===== src/rtl/voxel_face_visibility_top_assert.svh =====
// Assertion macros shared by the voxel face visibility RTL
`ifndef VOXEL_FACE_VISIBILITY_TOP_ASSERT_SVH
`define VOXEL_FACE_VISIBILITY_TOP_ASSERT_SVH

// same-cycle implication, checked outside reset
`define VFV_ASSERT_IMP(lbl, ante, cons, msg) \
  lbl: assert property (@(posedge clk) disable iff (!rst_n) (ante) |-> (cons)) \
    else $error(msg);

// next-cycle implication, checked outside reset
`define VFV_ASSERT_NXT(lbl, ante, cons, msg) \
  lbl: assert property (@(posedge clk) disable iff (!rst_n) (ante) |=> (cons)) \
    else $error(msg);

`endif


===== src/rtl/vfv_pkg.sv =====
// Shared types, constants and helpers of the voxel face visibility block
package vfv_pkg;

  localparam int unsigned GRID_WIDTH  = 16;
  localparam int unsigned GRID_HEIGHT = 16;
  localparam int unsigned GRID_DEPTH  = 16;

  localparam int unsigned COORD_W   = 4;
  localparam int unsigned KIND_W    = 8;
  localparam int unsigned ROW_COUNT = GRID_WIDTH * GRID_HEIGHT;
  localparam int unsigned ROW_AW    = $clog2(ROW_COUNT);

  localparam logic MODE_LOAD  = 1'b0;
  localparam logic MODE_QUERY = 1'b1;

  // row reads of one query, in issue order
  localparam int unsigned STEP_W = 3;
  localparam logic [STEP_W-1:0] STEP_OWN = 3'd0;
  localparam logic [STEP_W-1:0] STEP_XM  = 3'd1;
  localparam logic [STEP_W-1:0] STEP_XP  = 3'd2;
  localparam logic [STEP_W-1:0] STEP_YM  = 3'd3;
  localparam logic [STEP_W-1:0] STEP_YP  = 3'd4;
  localparam int unsigned       STEPS_N  = 5;

  // face bit positions
  localparam int unsigned FACE_XM = 0;
  localparam int unsigned FACE_XP = 1;
  localparam int unsigned FACE_YM = 2;
  localparam int unsigned FACE_YP = 3;
  localparam int unsigned FACE_ZM = 4;
  localparam int unsigned FACE_ZP = 5;
  localparam int unsigned FACES   = 6;

  typedef logic [COORD_W-1:0] coord_t;
  typedef logic [COORD_W:0]   ncoord_t;   // room for a +1 neighbor
  typedef logic [GRID_DEPTH-1:0] row_t;

  typedef struct packed {
    logic                mode;
    coord_t              pos_x;
    coord_t              pos_y;
    coord_t              pos_z;
    logic [KIND_W-1:0]   block_kind;
  } vfv_in_t;

  typedef struct packed {
    logic [FACES-1:0] face_mask;
    logic             any_visible;
  } vfv_out_t;

  typedef struct packed {
    logic              en;
    logic              we;
    logic [ROW_AW-1:0] addr;
    row_t              wdata;
  } mem_req_t;

  function automatic logic [ROW_AW-1:0] row_addr(ncoord_t x, ncoord_t y);
    return ROW_AW'(x * GRID_HEIGHT + y);
  endfunction

  function automatic logic in_grid(coord_t x, coord_t y, coord_t z);
    return (x < GRID_WIDTH) && (y < GRID_HEIGHT) && (z < GRID_DEPTH);
  endfunction

  // solid bit z of a row; shifting past the top reads as air
  function automatic logic row_bit(row_t row, ncoord_t z);
    row_t sh;
    sh = row >> z;
    return sh[0];
  endfunction

endpackage


===== src/rtl/vfv_ram.sv =====
// Generic single-port RAM with registered read data
module vfv_ram #(
  parameter int unsigned WIDTH = 8,
  parameter int unsigned DEPTH = 16,
  localparam int unsigned AW = $clog2(DEPTH)
) (
  input  logic             clk,
  input  logic             en,
  input  logic             we,
  input  logic [AW-1:0]    addr,
  input  logic [WIDTH-1:0] wdata,
  output logic [WIDTH-1:0] rdata
);

  logic [WIDTH-1:0] mem_r [DEPTH];
  logic [WIDTH-1:0] rdata_r;

  always_ff @(posedge clk) begin
    if (en) begin
      if (we) begin
        mem_r[addr] <= wdata;
      end else begin
        rdata_r <= mem_r[addr];
      end
    end
  end

  assign rdata = rdata_r;

endmodule


===== src/rtl/vfv_seq.sv =====
// Request sequencer: row read-modify-write for loads, up to five row reads per query
module vfv_seq (
  input  logic              clk,
  input  logic              rst_n,
  input  logic              req_valid,
  output logic              req_stall,
  input  vfv_pkg::vfv_in_t  req,
  output logic              res_valid,
  input  logic              res_ready,
  output vfv_pkg::vfv_out_t res,
  output vfv_pkg::mem_req_t mem_req,
  input  vfv_pkg::row_t     mem_rdata
);

  `include "voxel_face_visibility_top_assert.svh"

  localparam logic [2:0] S_IDLE    = 3'd0;
  localparam logic [2:0] S_LOAD_RD = 3'd1;
  localparam logic [2:0] S_LOAD_WR = 3'd2;
  localparam logic [2:0] S_QRD     = 3'd3;
  localparam logic [2:0] S_QLAST   = 3'd4;
  localparam logic [2:0] S_DONE    = 3'd5;

  logic [2:0]                   state_r, state_nxt;
  logic [vfv_pkg::STEP_W-1:0]   cnt_r, cnt_nxt;
  logic [vfv_pkg::FACES-1:0]    nb_r, nb_nxt;
  logic                         own_r, own_nxt;
  vfv_pkg::vfv_in_t             item_r;

  logic                         accept;
  logic                         grid_ok;
  logic [vfv_pkg::STEPS_N-1:0]  step_ok;
  vfv_pkg::ncoord_t             ix, iy, iz;
  vfv_pkg::ncoord_t             sx, sy;
  logic                         cap_en;
  logic [vfv_pkg::STEP_W-1:0]   cap_step;
  logic                         cap_bit;
  vfv_pkg::row_t                one_hot;

  assign accept  = req_valid && !req_stall;
  assign grid_ok = vfv_pkg::in_grid(item_r.pos_x, item_r.pos_y, item_r.pos_z);
  assign ix = {1'b0, item_r.pos_x};
  assign iy = {1'b0, item_r.pos_y};
  assign iz = {1'b0, item_r.pos_z};

  // which neighbor rows exist inside the grid
  always_comb begin
    step_ok[vfv_pkg::STEP_OWN] = grid_ok;
    step_ok[vfv_pkg::STEP_XM]  = grid_ok && (ix != '0);
    step_ok[vfv_pkg::STEP_XP]  = grid_ok && ((ix + 1'b1) < vfv_pkg::GRID_WIDTH);
    step_ok[vfv_pkg::STEP_YM]  = grid_ok && (iy != '0);
    step_ok[vfv_pkg::STEP_YP]  = grid_ok && ((iy + 1'b1) < vfv_pkg::GRID_HEIGHT);
  end

  // row coordinates of the read issued this cycle
  always_comb begin
    sx = ix;
    sy = iy;
    unique case (cnt_r)
      vfv_pkg::STEP_OWN: ;
      vfv_pkg::STEP_XM:  sx = ix - 1'b1;
      vfv_pkg::STEP_XP:  sx = ix + 1'b1;
      vfv_pkg::STEP_YM:  sy = iy - 1'b1;
      vfv_pkg::STEP_YP:  sy = iy + 1'b1;
      default: ;
    endcase
  end

  assign one_hot = vfv_pkg::row_t'(1) << iz;

  always_comb begin
    mem_req       = '0;
    mem_req.addr  = vfv_pkg::row_addr(sx, sy);
    mem_req.wdata = (item_r.block_kind != '0) ? (mem_rdata | one_hot)
                                              : (mem_rdata & ~one_hot);
    unique case (state_r)
      S_LOAD_RD: mem_req.en = 1'b1;
      S_LOAD_WR: begin
        mem_req.en = 1'b1;
        mem_req.we = 1'b1;
      end
      S_QRD:     mem_req.en = step_ok[cnt_r];
      default: ;
    endcase
  end

  // read data of the previous step's row
  assign cap_en   = (state_r == S_QRD && cnt_r != '0) || (state_r == S_QLAST);
  assign cap_step = (state_r == S_QLAST) ? vfv_pkg::STEP_YP : cnt_r - 1'b1;
  assign cap_bit  = step_ok[cap_step] && vfv_pkg::row_bit(mem_rdata, iz);

  always_comb begin
    state_nxt = state_r;
    cnt_nxt   = cnt_r;
    nb_nxt    = nb_r;
    own_nxt   = own_r;
    if (cap_en) begin
      unique case (cap_step)
        vfv_pkg::STEP_OWN: begin
          own_nxt = cap_bit;
          nb_nxt[vfv_pkg::FACE_ZM] = step_ok[vfv_pkg::STEP_OWN] && (iz != '0) &&
                                     vfv_pkg::row_bit(mem_rdata, iz - 1'b1);
          nb_nxt[vfv_pkg::FACE_ZP] = step_ok[vfv_pkg::STEP_OWN] &&
                                     vfv_pkg::row_bit(mem_rdata, iz + 1'b1);
        end
        vfv_pkg::STEP_XM: nb_nxt[vfv_pkg::FACE_XM] = cap_bit;
        vfv_pkg::STEP_XP: nb_nxt[vfv_pkg::FACE_XP] = cap_bit;
        vfv_pkg::STEP_YM: nb_nxt[vfv_pkg::FACE_YM] = cap_bit;
        vfv_pkg::STEP_YP: nb_nxt[vfv_pkg::FACE_YP] = cap_bit;
        default: ;
      endcase
    end
    unique case (state_r)
      S_IDLE: begin
        cnt_nxt = '0;
        if (accept) begin
          if (req.mode == vfv_pkg::MODE_QUERY) begin
            state_nxt = S_QRD;
          end else if (vfv_pkg::in_grid(req.pos_x, req.pos_y, req.pos_z)) begin
            state_nxt = S_LOAD_RD;
          end
        end
      end
      S_LOAD_RD: state_nxt = S_LOAD_WR;
      S_LOAD_WR: state_nxt = S_IDLE;
      S_QRD: begin
        cnt_nxt = cnt_r + 1'b1;
        if (cnt_r == vfv_pkg::STEP_YP) begin
          state_nxt = S_QLAST;
        end
      end
      S_QLAST:   state_nxt = S_DONE;
      S_DONE: begin
        if (res_ready) begin
          state_nxt = S_IDLE;
        end
      end
      default:   state_nxt = S_IDLE;
    endcase
  end

  always_ff @(posedge clk) begin
    if (!rst_n) begin
      state_r <= S_IDLE;
      cnt_r   <= '0;
    end else begin
      state_r <= state_nxt;
      cnt_r   <= cnt_nxt;
    end
  end

  always_ff @(posedge clk) begin
    nb_r  <= nb_nxt;
    own_r <= own_nxt;
    if (accept) begin
      item_r <= req;
    end
  end

  assign req_stall       = (state_r != S_IDLE);
  assign res_valid       = (state_r == S_DONE);
  assign res.face_mask   = own_r ? ~nb_r : '0;
  assign res.any_visible = own_r && (nb_r != '1);

  `VFV_ASSERT_IMP(a_write_only_in_wr, mem_req.we, state_r == S_LOAD_WR, "write outside load")
  `VFV_ASSERT_NXT(a_read_then_write, state_r == S_LOAD_RD, mem_req.we && mem_req.en,
                  "load read not followed by write")
  `VFV_ASSERT_NXT(a_take_to_idle, res_valid && res_ready, state_r == S_IDLE,
                  "result taken but sequencer busy")
  `VFV_ASSERT_IMP(a_air_no_faces, res_valid && !own_r, res.face_mask == '0,
                  "air voxel reports faces")

endmodule


===== src/rtl/voxel_face_visibility_top.sv =====
// Voxel face visibility: solid/air grid with per-voxel face culling queries
//
//   port group  dir  payload    meaning
//   in_*        in   vfv_in_t   load a voxel or query one
//   out_*       out  vfv_out_t  face mask and any-visible flag, one per query
//
// A load steps through accept, row read and row write back; a query steps through
// accept, five row-read steps on the single-port grid RAM, last capture and result.
// One request is in flight at a time; the next is accepted once the result sits
// in the output register, so a stalled output holds that register and the next result.
// Reset (rst_n low, synchronous) clears control; grid rows are undefined until
// loaded. Out-of-grid loads are dropped; out-of-grid queries answer zero.
module voxel_face_visibility_top (
  input  logic              clk,
  input  logic              rst_n,
  input  logic              in_valid,
  output logic              in_stall,
  input  vfv_pkg::vfv_in_t  in_data,
  output logic              out_valid,
  input  logic              out_stall,
  output vfv_pkg::vfv_out_t out_data
);

  `include "voxel_face_visibility_top_assert.svh"

  logic              res_valid;
  logic              res_ready;
  logic              res_take;
  vfv_pkg::vfv_out_t res;
  vfv_pkg::mem_req_t mem_req;
  vfv_pkg::row_t     mem_rdata;

  logic              out_valid_r, out_valid_nxt;
  vfv_pkg::vfv_out_t out_data_r;

  vfv_seq u_seq (
    .clk       (clk),
    .rst_n     (rst_n),
    .req_valid (in_valid),
    .req_stall (in_stall),
    .req       (in_data),
    .res_valid (res_valid),
    .res_ready (res_ready),
    .res       (res),
    .mem_req   (mem_req),
    .mem_rdata (mem_rdata)
  );

  vfv_ram #(
    .WIDTH (vfv_pkg::GRID_DEPTH),
    .DEPTH (vfv_pkg::ROW_COUNT)
  ) u_grid (
    .clk   (clk),
    .en    (mem_req.en),
    .we    (mem_req.we),
    .addr  (mem_req.addr),
    .wdata (mem_req.wdata),
    .rdata (mem_rdata)
  );

  assign res_ready = !out_valid_r || !out_stall;
  assign res_take  = res_valid && res_ready;

  always_comb begin
    out_valid_nxt = out_valid_r;
    if (res_take) begin
      out_valid_nxt = 1'b1;
    end else if (out_valid_r && !out_stall) begin
      out_valid_nxt = 1'b0;
    end
  end

  always_ff @(posedge clk) begin
    if (!rst_n) begin
      out_valid_r <= 1'b0;
    end else begin
      out_valid_r <= out_valid_nxt;
    end
  end

  always_ff @(posedge clk) begin
    if (res_take) begin
      out_data_r <= res;
    end
  end

  assign out_valid = out_valid_r;
  assign out_data  = out_data_r;

  `VFV_ASSERT_IMP(a_no_overwrite, out_valid_r && out_stall, !res_take,
                  "held result overwritten")
  `VFV_ASSERT_NXT(a_take_shows, res_take, out_valid_r, "taken result not presented")

endmodule


===== config.mk =====
export PLATFORM = sky130hd
export DESIGN_NAME = voxel_face_visibility_top
export DESIGN_NICKNAME = d
export VERILOG_FILES = /design/src/rtl/vfv_pkg.sv /design/src/rtl/vfv_ram.sv /design/src/rtl/vfv_seq.sv /design/src/rtl/voxel_face_visibility_top.sv
export VERILOG_INCLUDE_DIRS = /design/src /design/src/rtl
export SDC_FILE = /design/constraint.sdc
export NUM_CORES = 2
export LEC_CHECK = 0
export BUFFER_PORTS_ARGS = -buffer_cell sky130_fd_sc_hd__buf_2
export CAP_MARGIN = 20
export CELL_PAD_IN_SITES_DETAIL_PLACEMENT = 0
export CELL_PAD_IN_SITES_GLOBAL_PLACEMENT = 1
export CORE_ASPECT_RATIO = 1.1
export CORE_UTILIZATION = 48
export DETAILED_ROUTE_END_ITERATION = 10
export PLACE_DENSITY = 0.73
export SYNTH_ARGS = -nofsm -noshare
export SYNTH_HDL_FRONTEND = slang
export SYNTH_HIERARCHICAL = 1
export SYNTH_SLANG_ARGS = --single-unit

===== constraint.sdc =====
create_clock -name clk -period 9.4 [get_ports clk]
set_input_delay 0.94 -clock clk [delete_from_list [all_inputs] [get_ports clk]]
set_output_delay 0.94 -clock clk [all_outputs]
set_load 0.05 [all_outputs]

==> results_dict.tcl <==
set metrics [dict create \
    outcome "completed" \
    rsz0062_at_grt "false" \
    io_buffers 33 \
    clock_latency_ps 920 \
    grt_max_degree 185 \
    numCtsBuffers 395 \
    wl_met3_um 37120 \
    ir_drop_mv 0.2635 \
    die_w_um 549.3 \
    die_h_um 604.0 \
    grt_pass1_vias 75547 \
    pin_count 34 \
    async_flop_share_pct 0 \
    worstMarginPinSlew_ps 1355 \
    cts_buffer_depth 4 \
    wl_met1_um 154900 \
    syn_area_per_cell_um2 22.65 \
    powerDensity_mw_per_mm2 234.9 \
    cp.arrival_ps 6960 \
    critPathCaptureType "flip-flop" \
    first_pass_iters 6 \
    timing.fmax_ghz 0.1572 \
    hold_viol_final 0 \
    cp.required_ps 10000 \
    final_max_slew_viol_count 0 \
    slew_headroom_pct 9.667 \
    rows 220 \
    path_clk_slew_ps 70 \
    synthesis.nets 7025 \
    ys_seq_area_share_pct 78.81 \
    post_cts_resized 0 \
    synth_area_leaders "edfxtp_1 79%, mux4_2 15%, a22oi_1 2.4%" \
    synth_area_mm2 0.1582 \
    cts_sinks 4153 \
    postSynthCellCount 6982 \
    highest_layer "met5" \
    vias_per_cell 6.347 \
    critPathMaxFanout 91 \
    postRouteAntennaNets 0 \
    synth-edff-count 4146 \
    min_period_ps 6361 \
    globalplace.congestion 0.8434 \
    drc_errors 0 \
    yosys_warnings 6 \
    clock_skew_ps 53.61 \
    power_leakage_nw 54.98 \
    synth_top_area_share_pct 78.72 \
    routedWlPerCell_um 32.86 \
    hpwl_um 225400 \
    fin_tns_setup_ps 0 \
    antenna_found_initial 27 \
    grt_first_pass_wirelength_um 563600 \
    crit_type "reg -> reg" \
    cap_violations 0 \
    die-area_mm2 0.3318 \
    post-route-period-util_pct 67.67 \
    core_mm2 0.3270 \
    cts_tree "yes" \
    routed_wl_um 396100 \
    cts_hold_buf 0 \
    area_delta_synth_final_pct 13.17 \
    synth_seq_cells 4153 \
    vias 76509 \
    cts_setup_buffers 0 \
    start_kind "flip-flop" \
    synth_flop_cell "edfxtp_1" \
    wl_met2_um 189300 \
    setup_viol 0 \
    grt_overflow 0 \
    htreeDepth 5 \
    nets 7438 \
    drt_iter0_drc 10315 \
    synth_top_area_cell "edfxtp_1" \
    worstHoldPathType "in -> reg" \
    cts-root-buf "clkbuf_16" \
    power.total_mw 42.05 \
    start_util_pct 48.36 \
    synth_cell_types 47 \
    gr-usage-all-layers_pct 23.77 \
    drive_gt1_share_pct 27.49 \
]
==> synth_stat cells, types with 2 or more instances <==
cell         n
nand2_1     46
nand4_1     18
nor2b_1     21
a41oi_1     10
nor4_1       3
a21oi_1    279
a311oi_1     3
mux2i_1      3
clkbuf_1   280
edfxtp_1  4146
mux4_2    1027
buf_4       11
nor3b_1      6
mux2_2       9
nor3_1       8
mux4_1       9
nand3_1     13
buf_2       93
buf_1       43
o21ai_0     15
inv_1       13
nand2b_1     5
xnor2_1      5
a22oi_1    515
ha_1        17
a21o_1       2
a211oi_1     2
and3_1       3
and2_1       4
dfxtp_1      7
nor2_1     275
xor2_1       4
a31oi_1      5
o22ai_1      5
o41ai_1     64
or2_2        2
==> layer usage <==
layer,global-route usage [%],up-vias
met3,4.262,654
met4,8.415,18
met2,36.99,4061
met1,34.06,40946
met5,0,-
li1,-,30830
==> registers in the layout (all words and copies together), names as in the netlist <==
signal,count
out_data,7
out_valid,1
u_grid/mem_r,4096
u_grid/rdata,16
u_seq/cnt_r,3
u_seq/item_r,20
u_seq/nb_r,6
u_seq/own_r,1
u_seq/state_r,3
==> logic make-up after synthesis <==
logic type	after synthesis	synth area share [%]
buffers and inverters	441	1.151
XOR/XNOR	9	0.04984
multiplexers	1048	14.86
AO/OA/AOI/OAI	905	3.886
adder cells (fa/ha/maj)	18	0.1471
flip-flops	4153	78.81
AND/OR/NAND/NOR	408	1.098
==> final timing paths <==
| path | from | endpoint | slack, ps | depth (start not counted) |
|---|---|---|---|---|
| worst max register to register | u_seq/cnt_r[0]$_SDFFE_PN0P_ | u_grid/rdata[9]$_DFFE_PP_ | 3040 | 14 |
| worst max-delay path | u_seq/cnt_r[0]$_SDFFE_PN0P_ | u_grid/rdata[9]$_DFFE_PP_ | 3040 | 14 |
| worst min register to register | out_valid$_SDFFE_PN0P_ | out_valid$_SDFFE_PN0P_ | 540 | 2 |
| worst min-delay path | in_data[19] | u_seq/item_r[19]$_DFFE_PP_ | 200 | 1 |
==> cells in the final DEF, fill, tap and decap left out, types with 6 or more instances in the layout <==
cell        instances
a22oi_1           515
inv_6               8
a21oi_1           278
nand2_2             8
dfxtp_1             7
nand4_1            18
edfxtp_1         4146
clkbuf_1           60
clkinv_2           71
clkbuf_16         402
nor2_2              9
o41ai_1            42
clkinvlp_4         16
diode_2            12
nor2_1            264
mux4_2           1027
nand2_4             9
clkinv_1           92
mux2_8              6
buf_4             376
nor3b_1             6
inv_1              13
a41oi_4             9
ha_1               17
nor2b_1            15
mux4_1              9
buf_2              35
bufinv_16          47
clkinv_4            8
o41ai_2            22
nor3_1              8
nand2_1            29
nand3_1            13
o21ai_0            14
buf_12             25
==> report_power, final <==
part	leakage (nW)	internal [mW]	switching (mW)
Sequential	37.3	21.6	0.0725
Combinational	11.4	1.21	3.26
Clock	6.26	9.14	6.74
==> stage by stage <==
| stage | utilization (%) | cell area [µm²] | hold slack (ps) | setup slack [ps] | instances |
|---|---|---|---|---|---|
| floorplan | - | 158200 | 529.4 | -743.3 | 6982 |
| global placement | 50.72 | 165900 | 522.4 | 2080 | 11312 |
| detailed placement | 50.76 | 166000 | 537.6 | 3095 | 11322 |
| CTS | 54.68 | 178800 | 136.7 | 3056 | 12037 |
| global route | 54.73 | 179000 | 168.4 | 2659 | 12044 |
| finish | 54.73 | 179000 | 203.6 | 3039 | 12054 |
==> worst max-delay path, stage by stage (launching register included) <==
cell and delay, ps:
dfxtp_1 530, ha_1 260, ha_1 300, inv_1 100, nor3_1 180, a211oi_1 100
a21oi_4 470, buf_12 600, buf_12 600, buf_4 510, mux4_2 580, a22oi_1 200
a21oi_1 110, o41ai_1 1080, nand4_1 160
==> area by class of cell <==
cell class                      instances  area (µm²)
Antenna cell                           12       30.03
Clock buffer                          465       10330
Clock inverter                        250        2505
Fill cell                           23978      148000
Inverter                               13       48.80
Multi-Input combinational cell       2388       32350
Sequential cell                      4153      124600
Tap cell                             4329        5416
Timing Repair Buffer                  444        3670
Note: power is estimated with default switching activity, not from simulation.
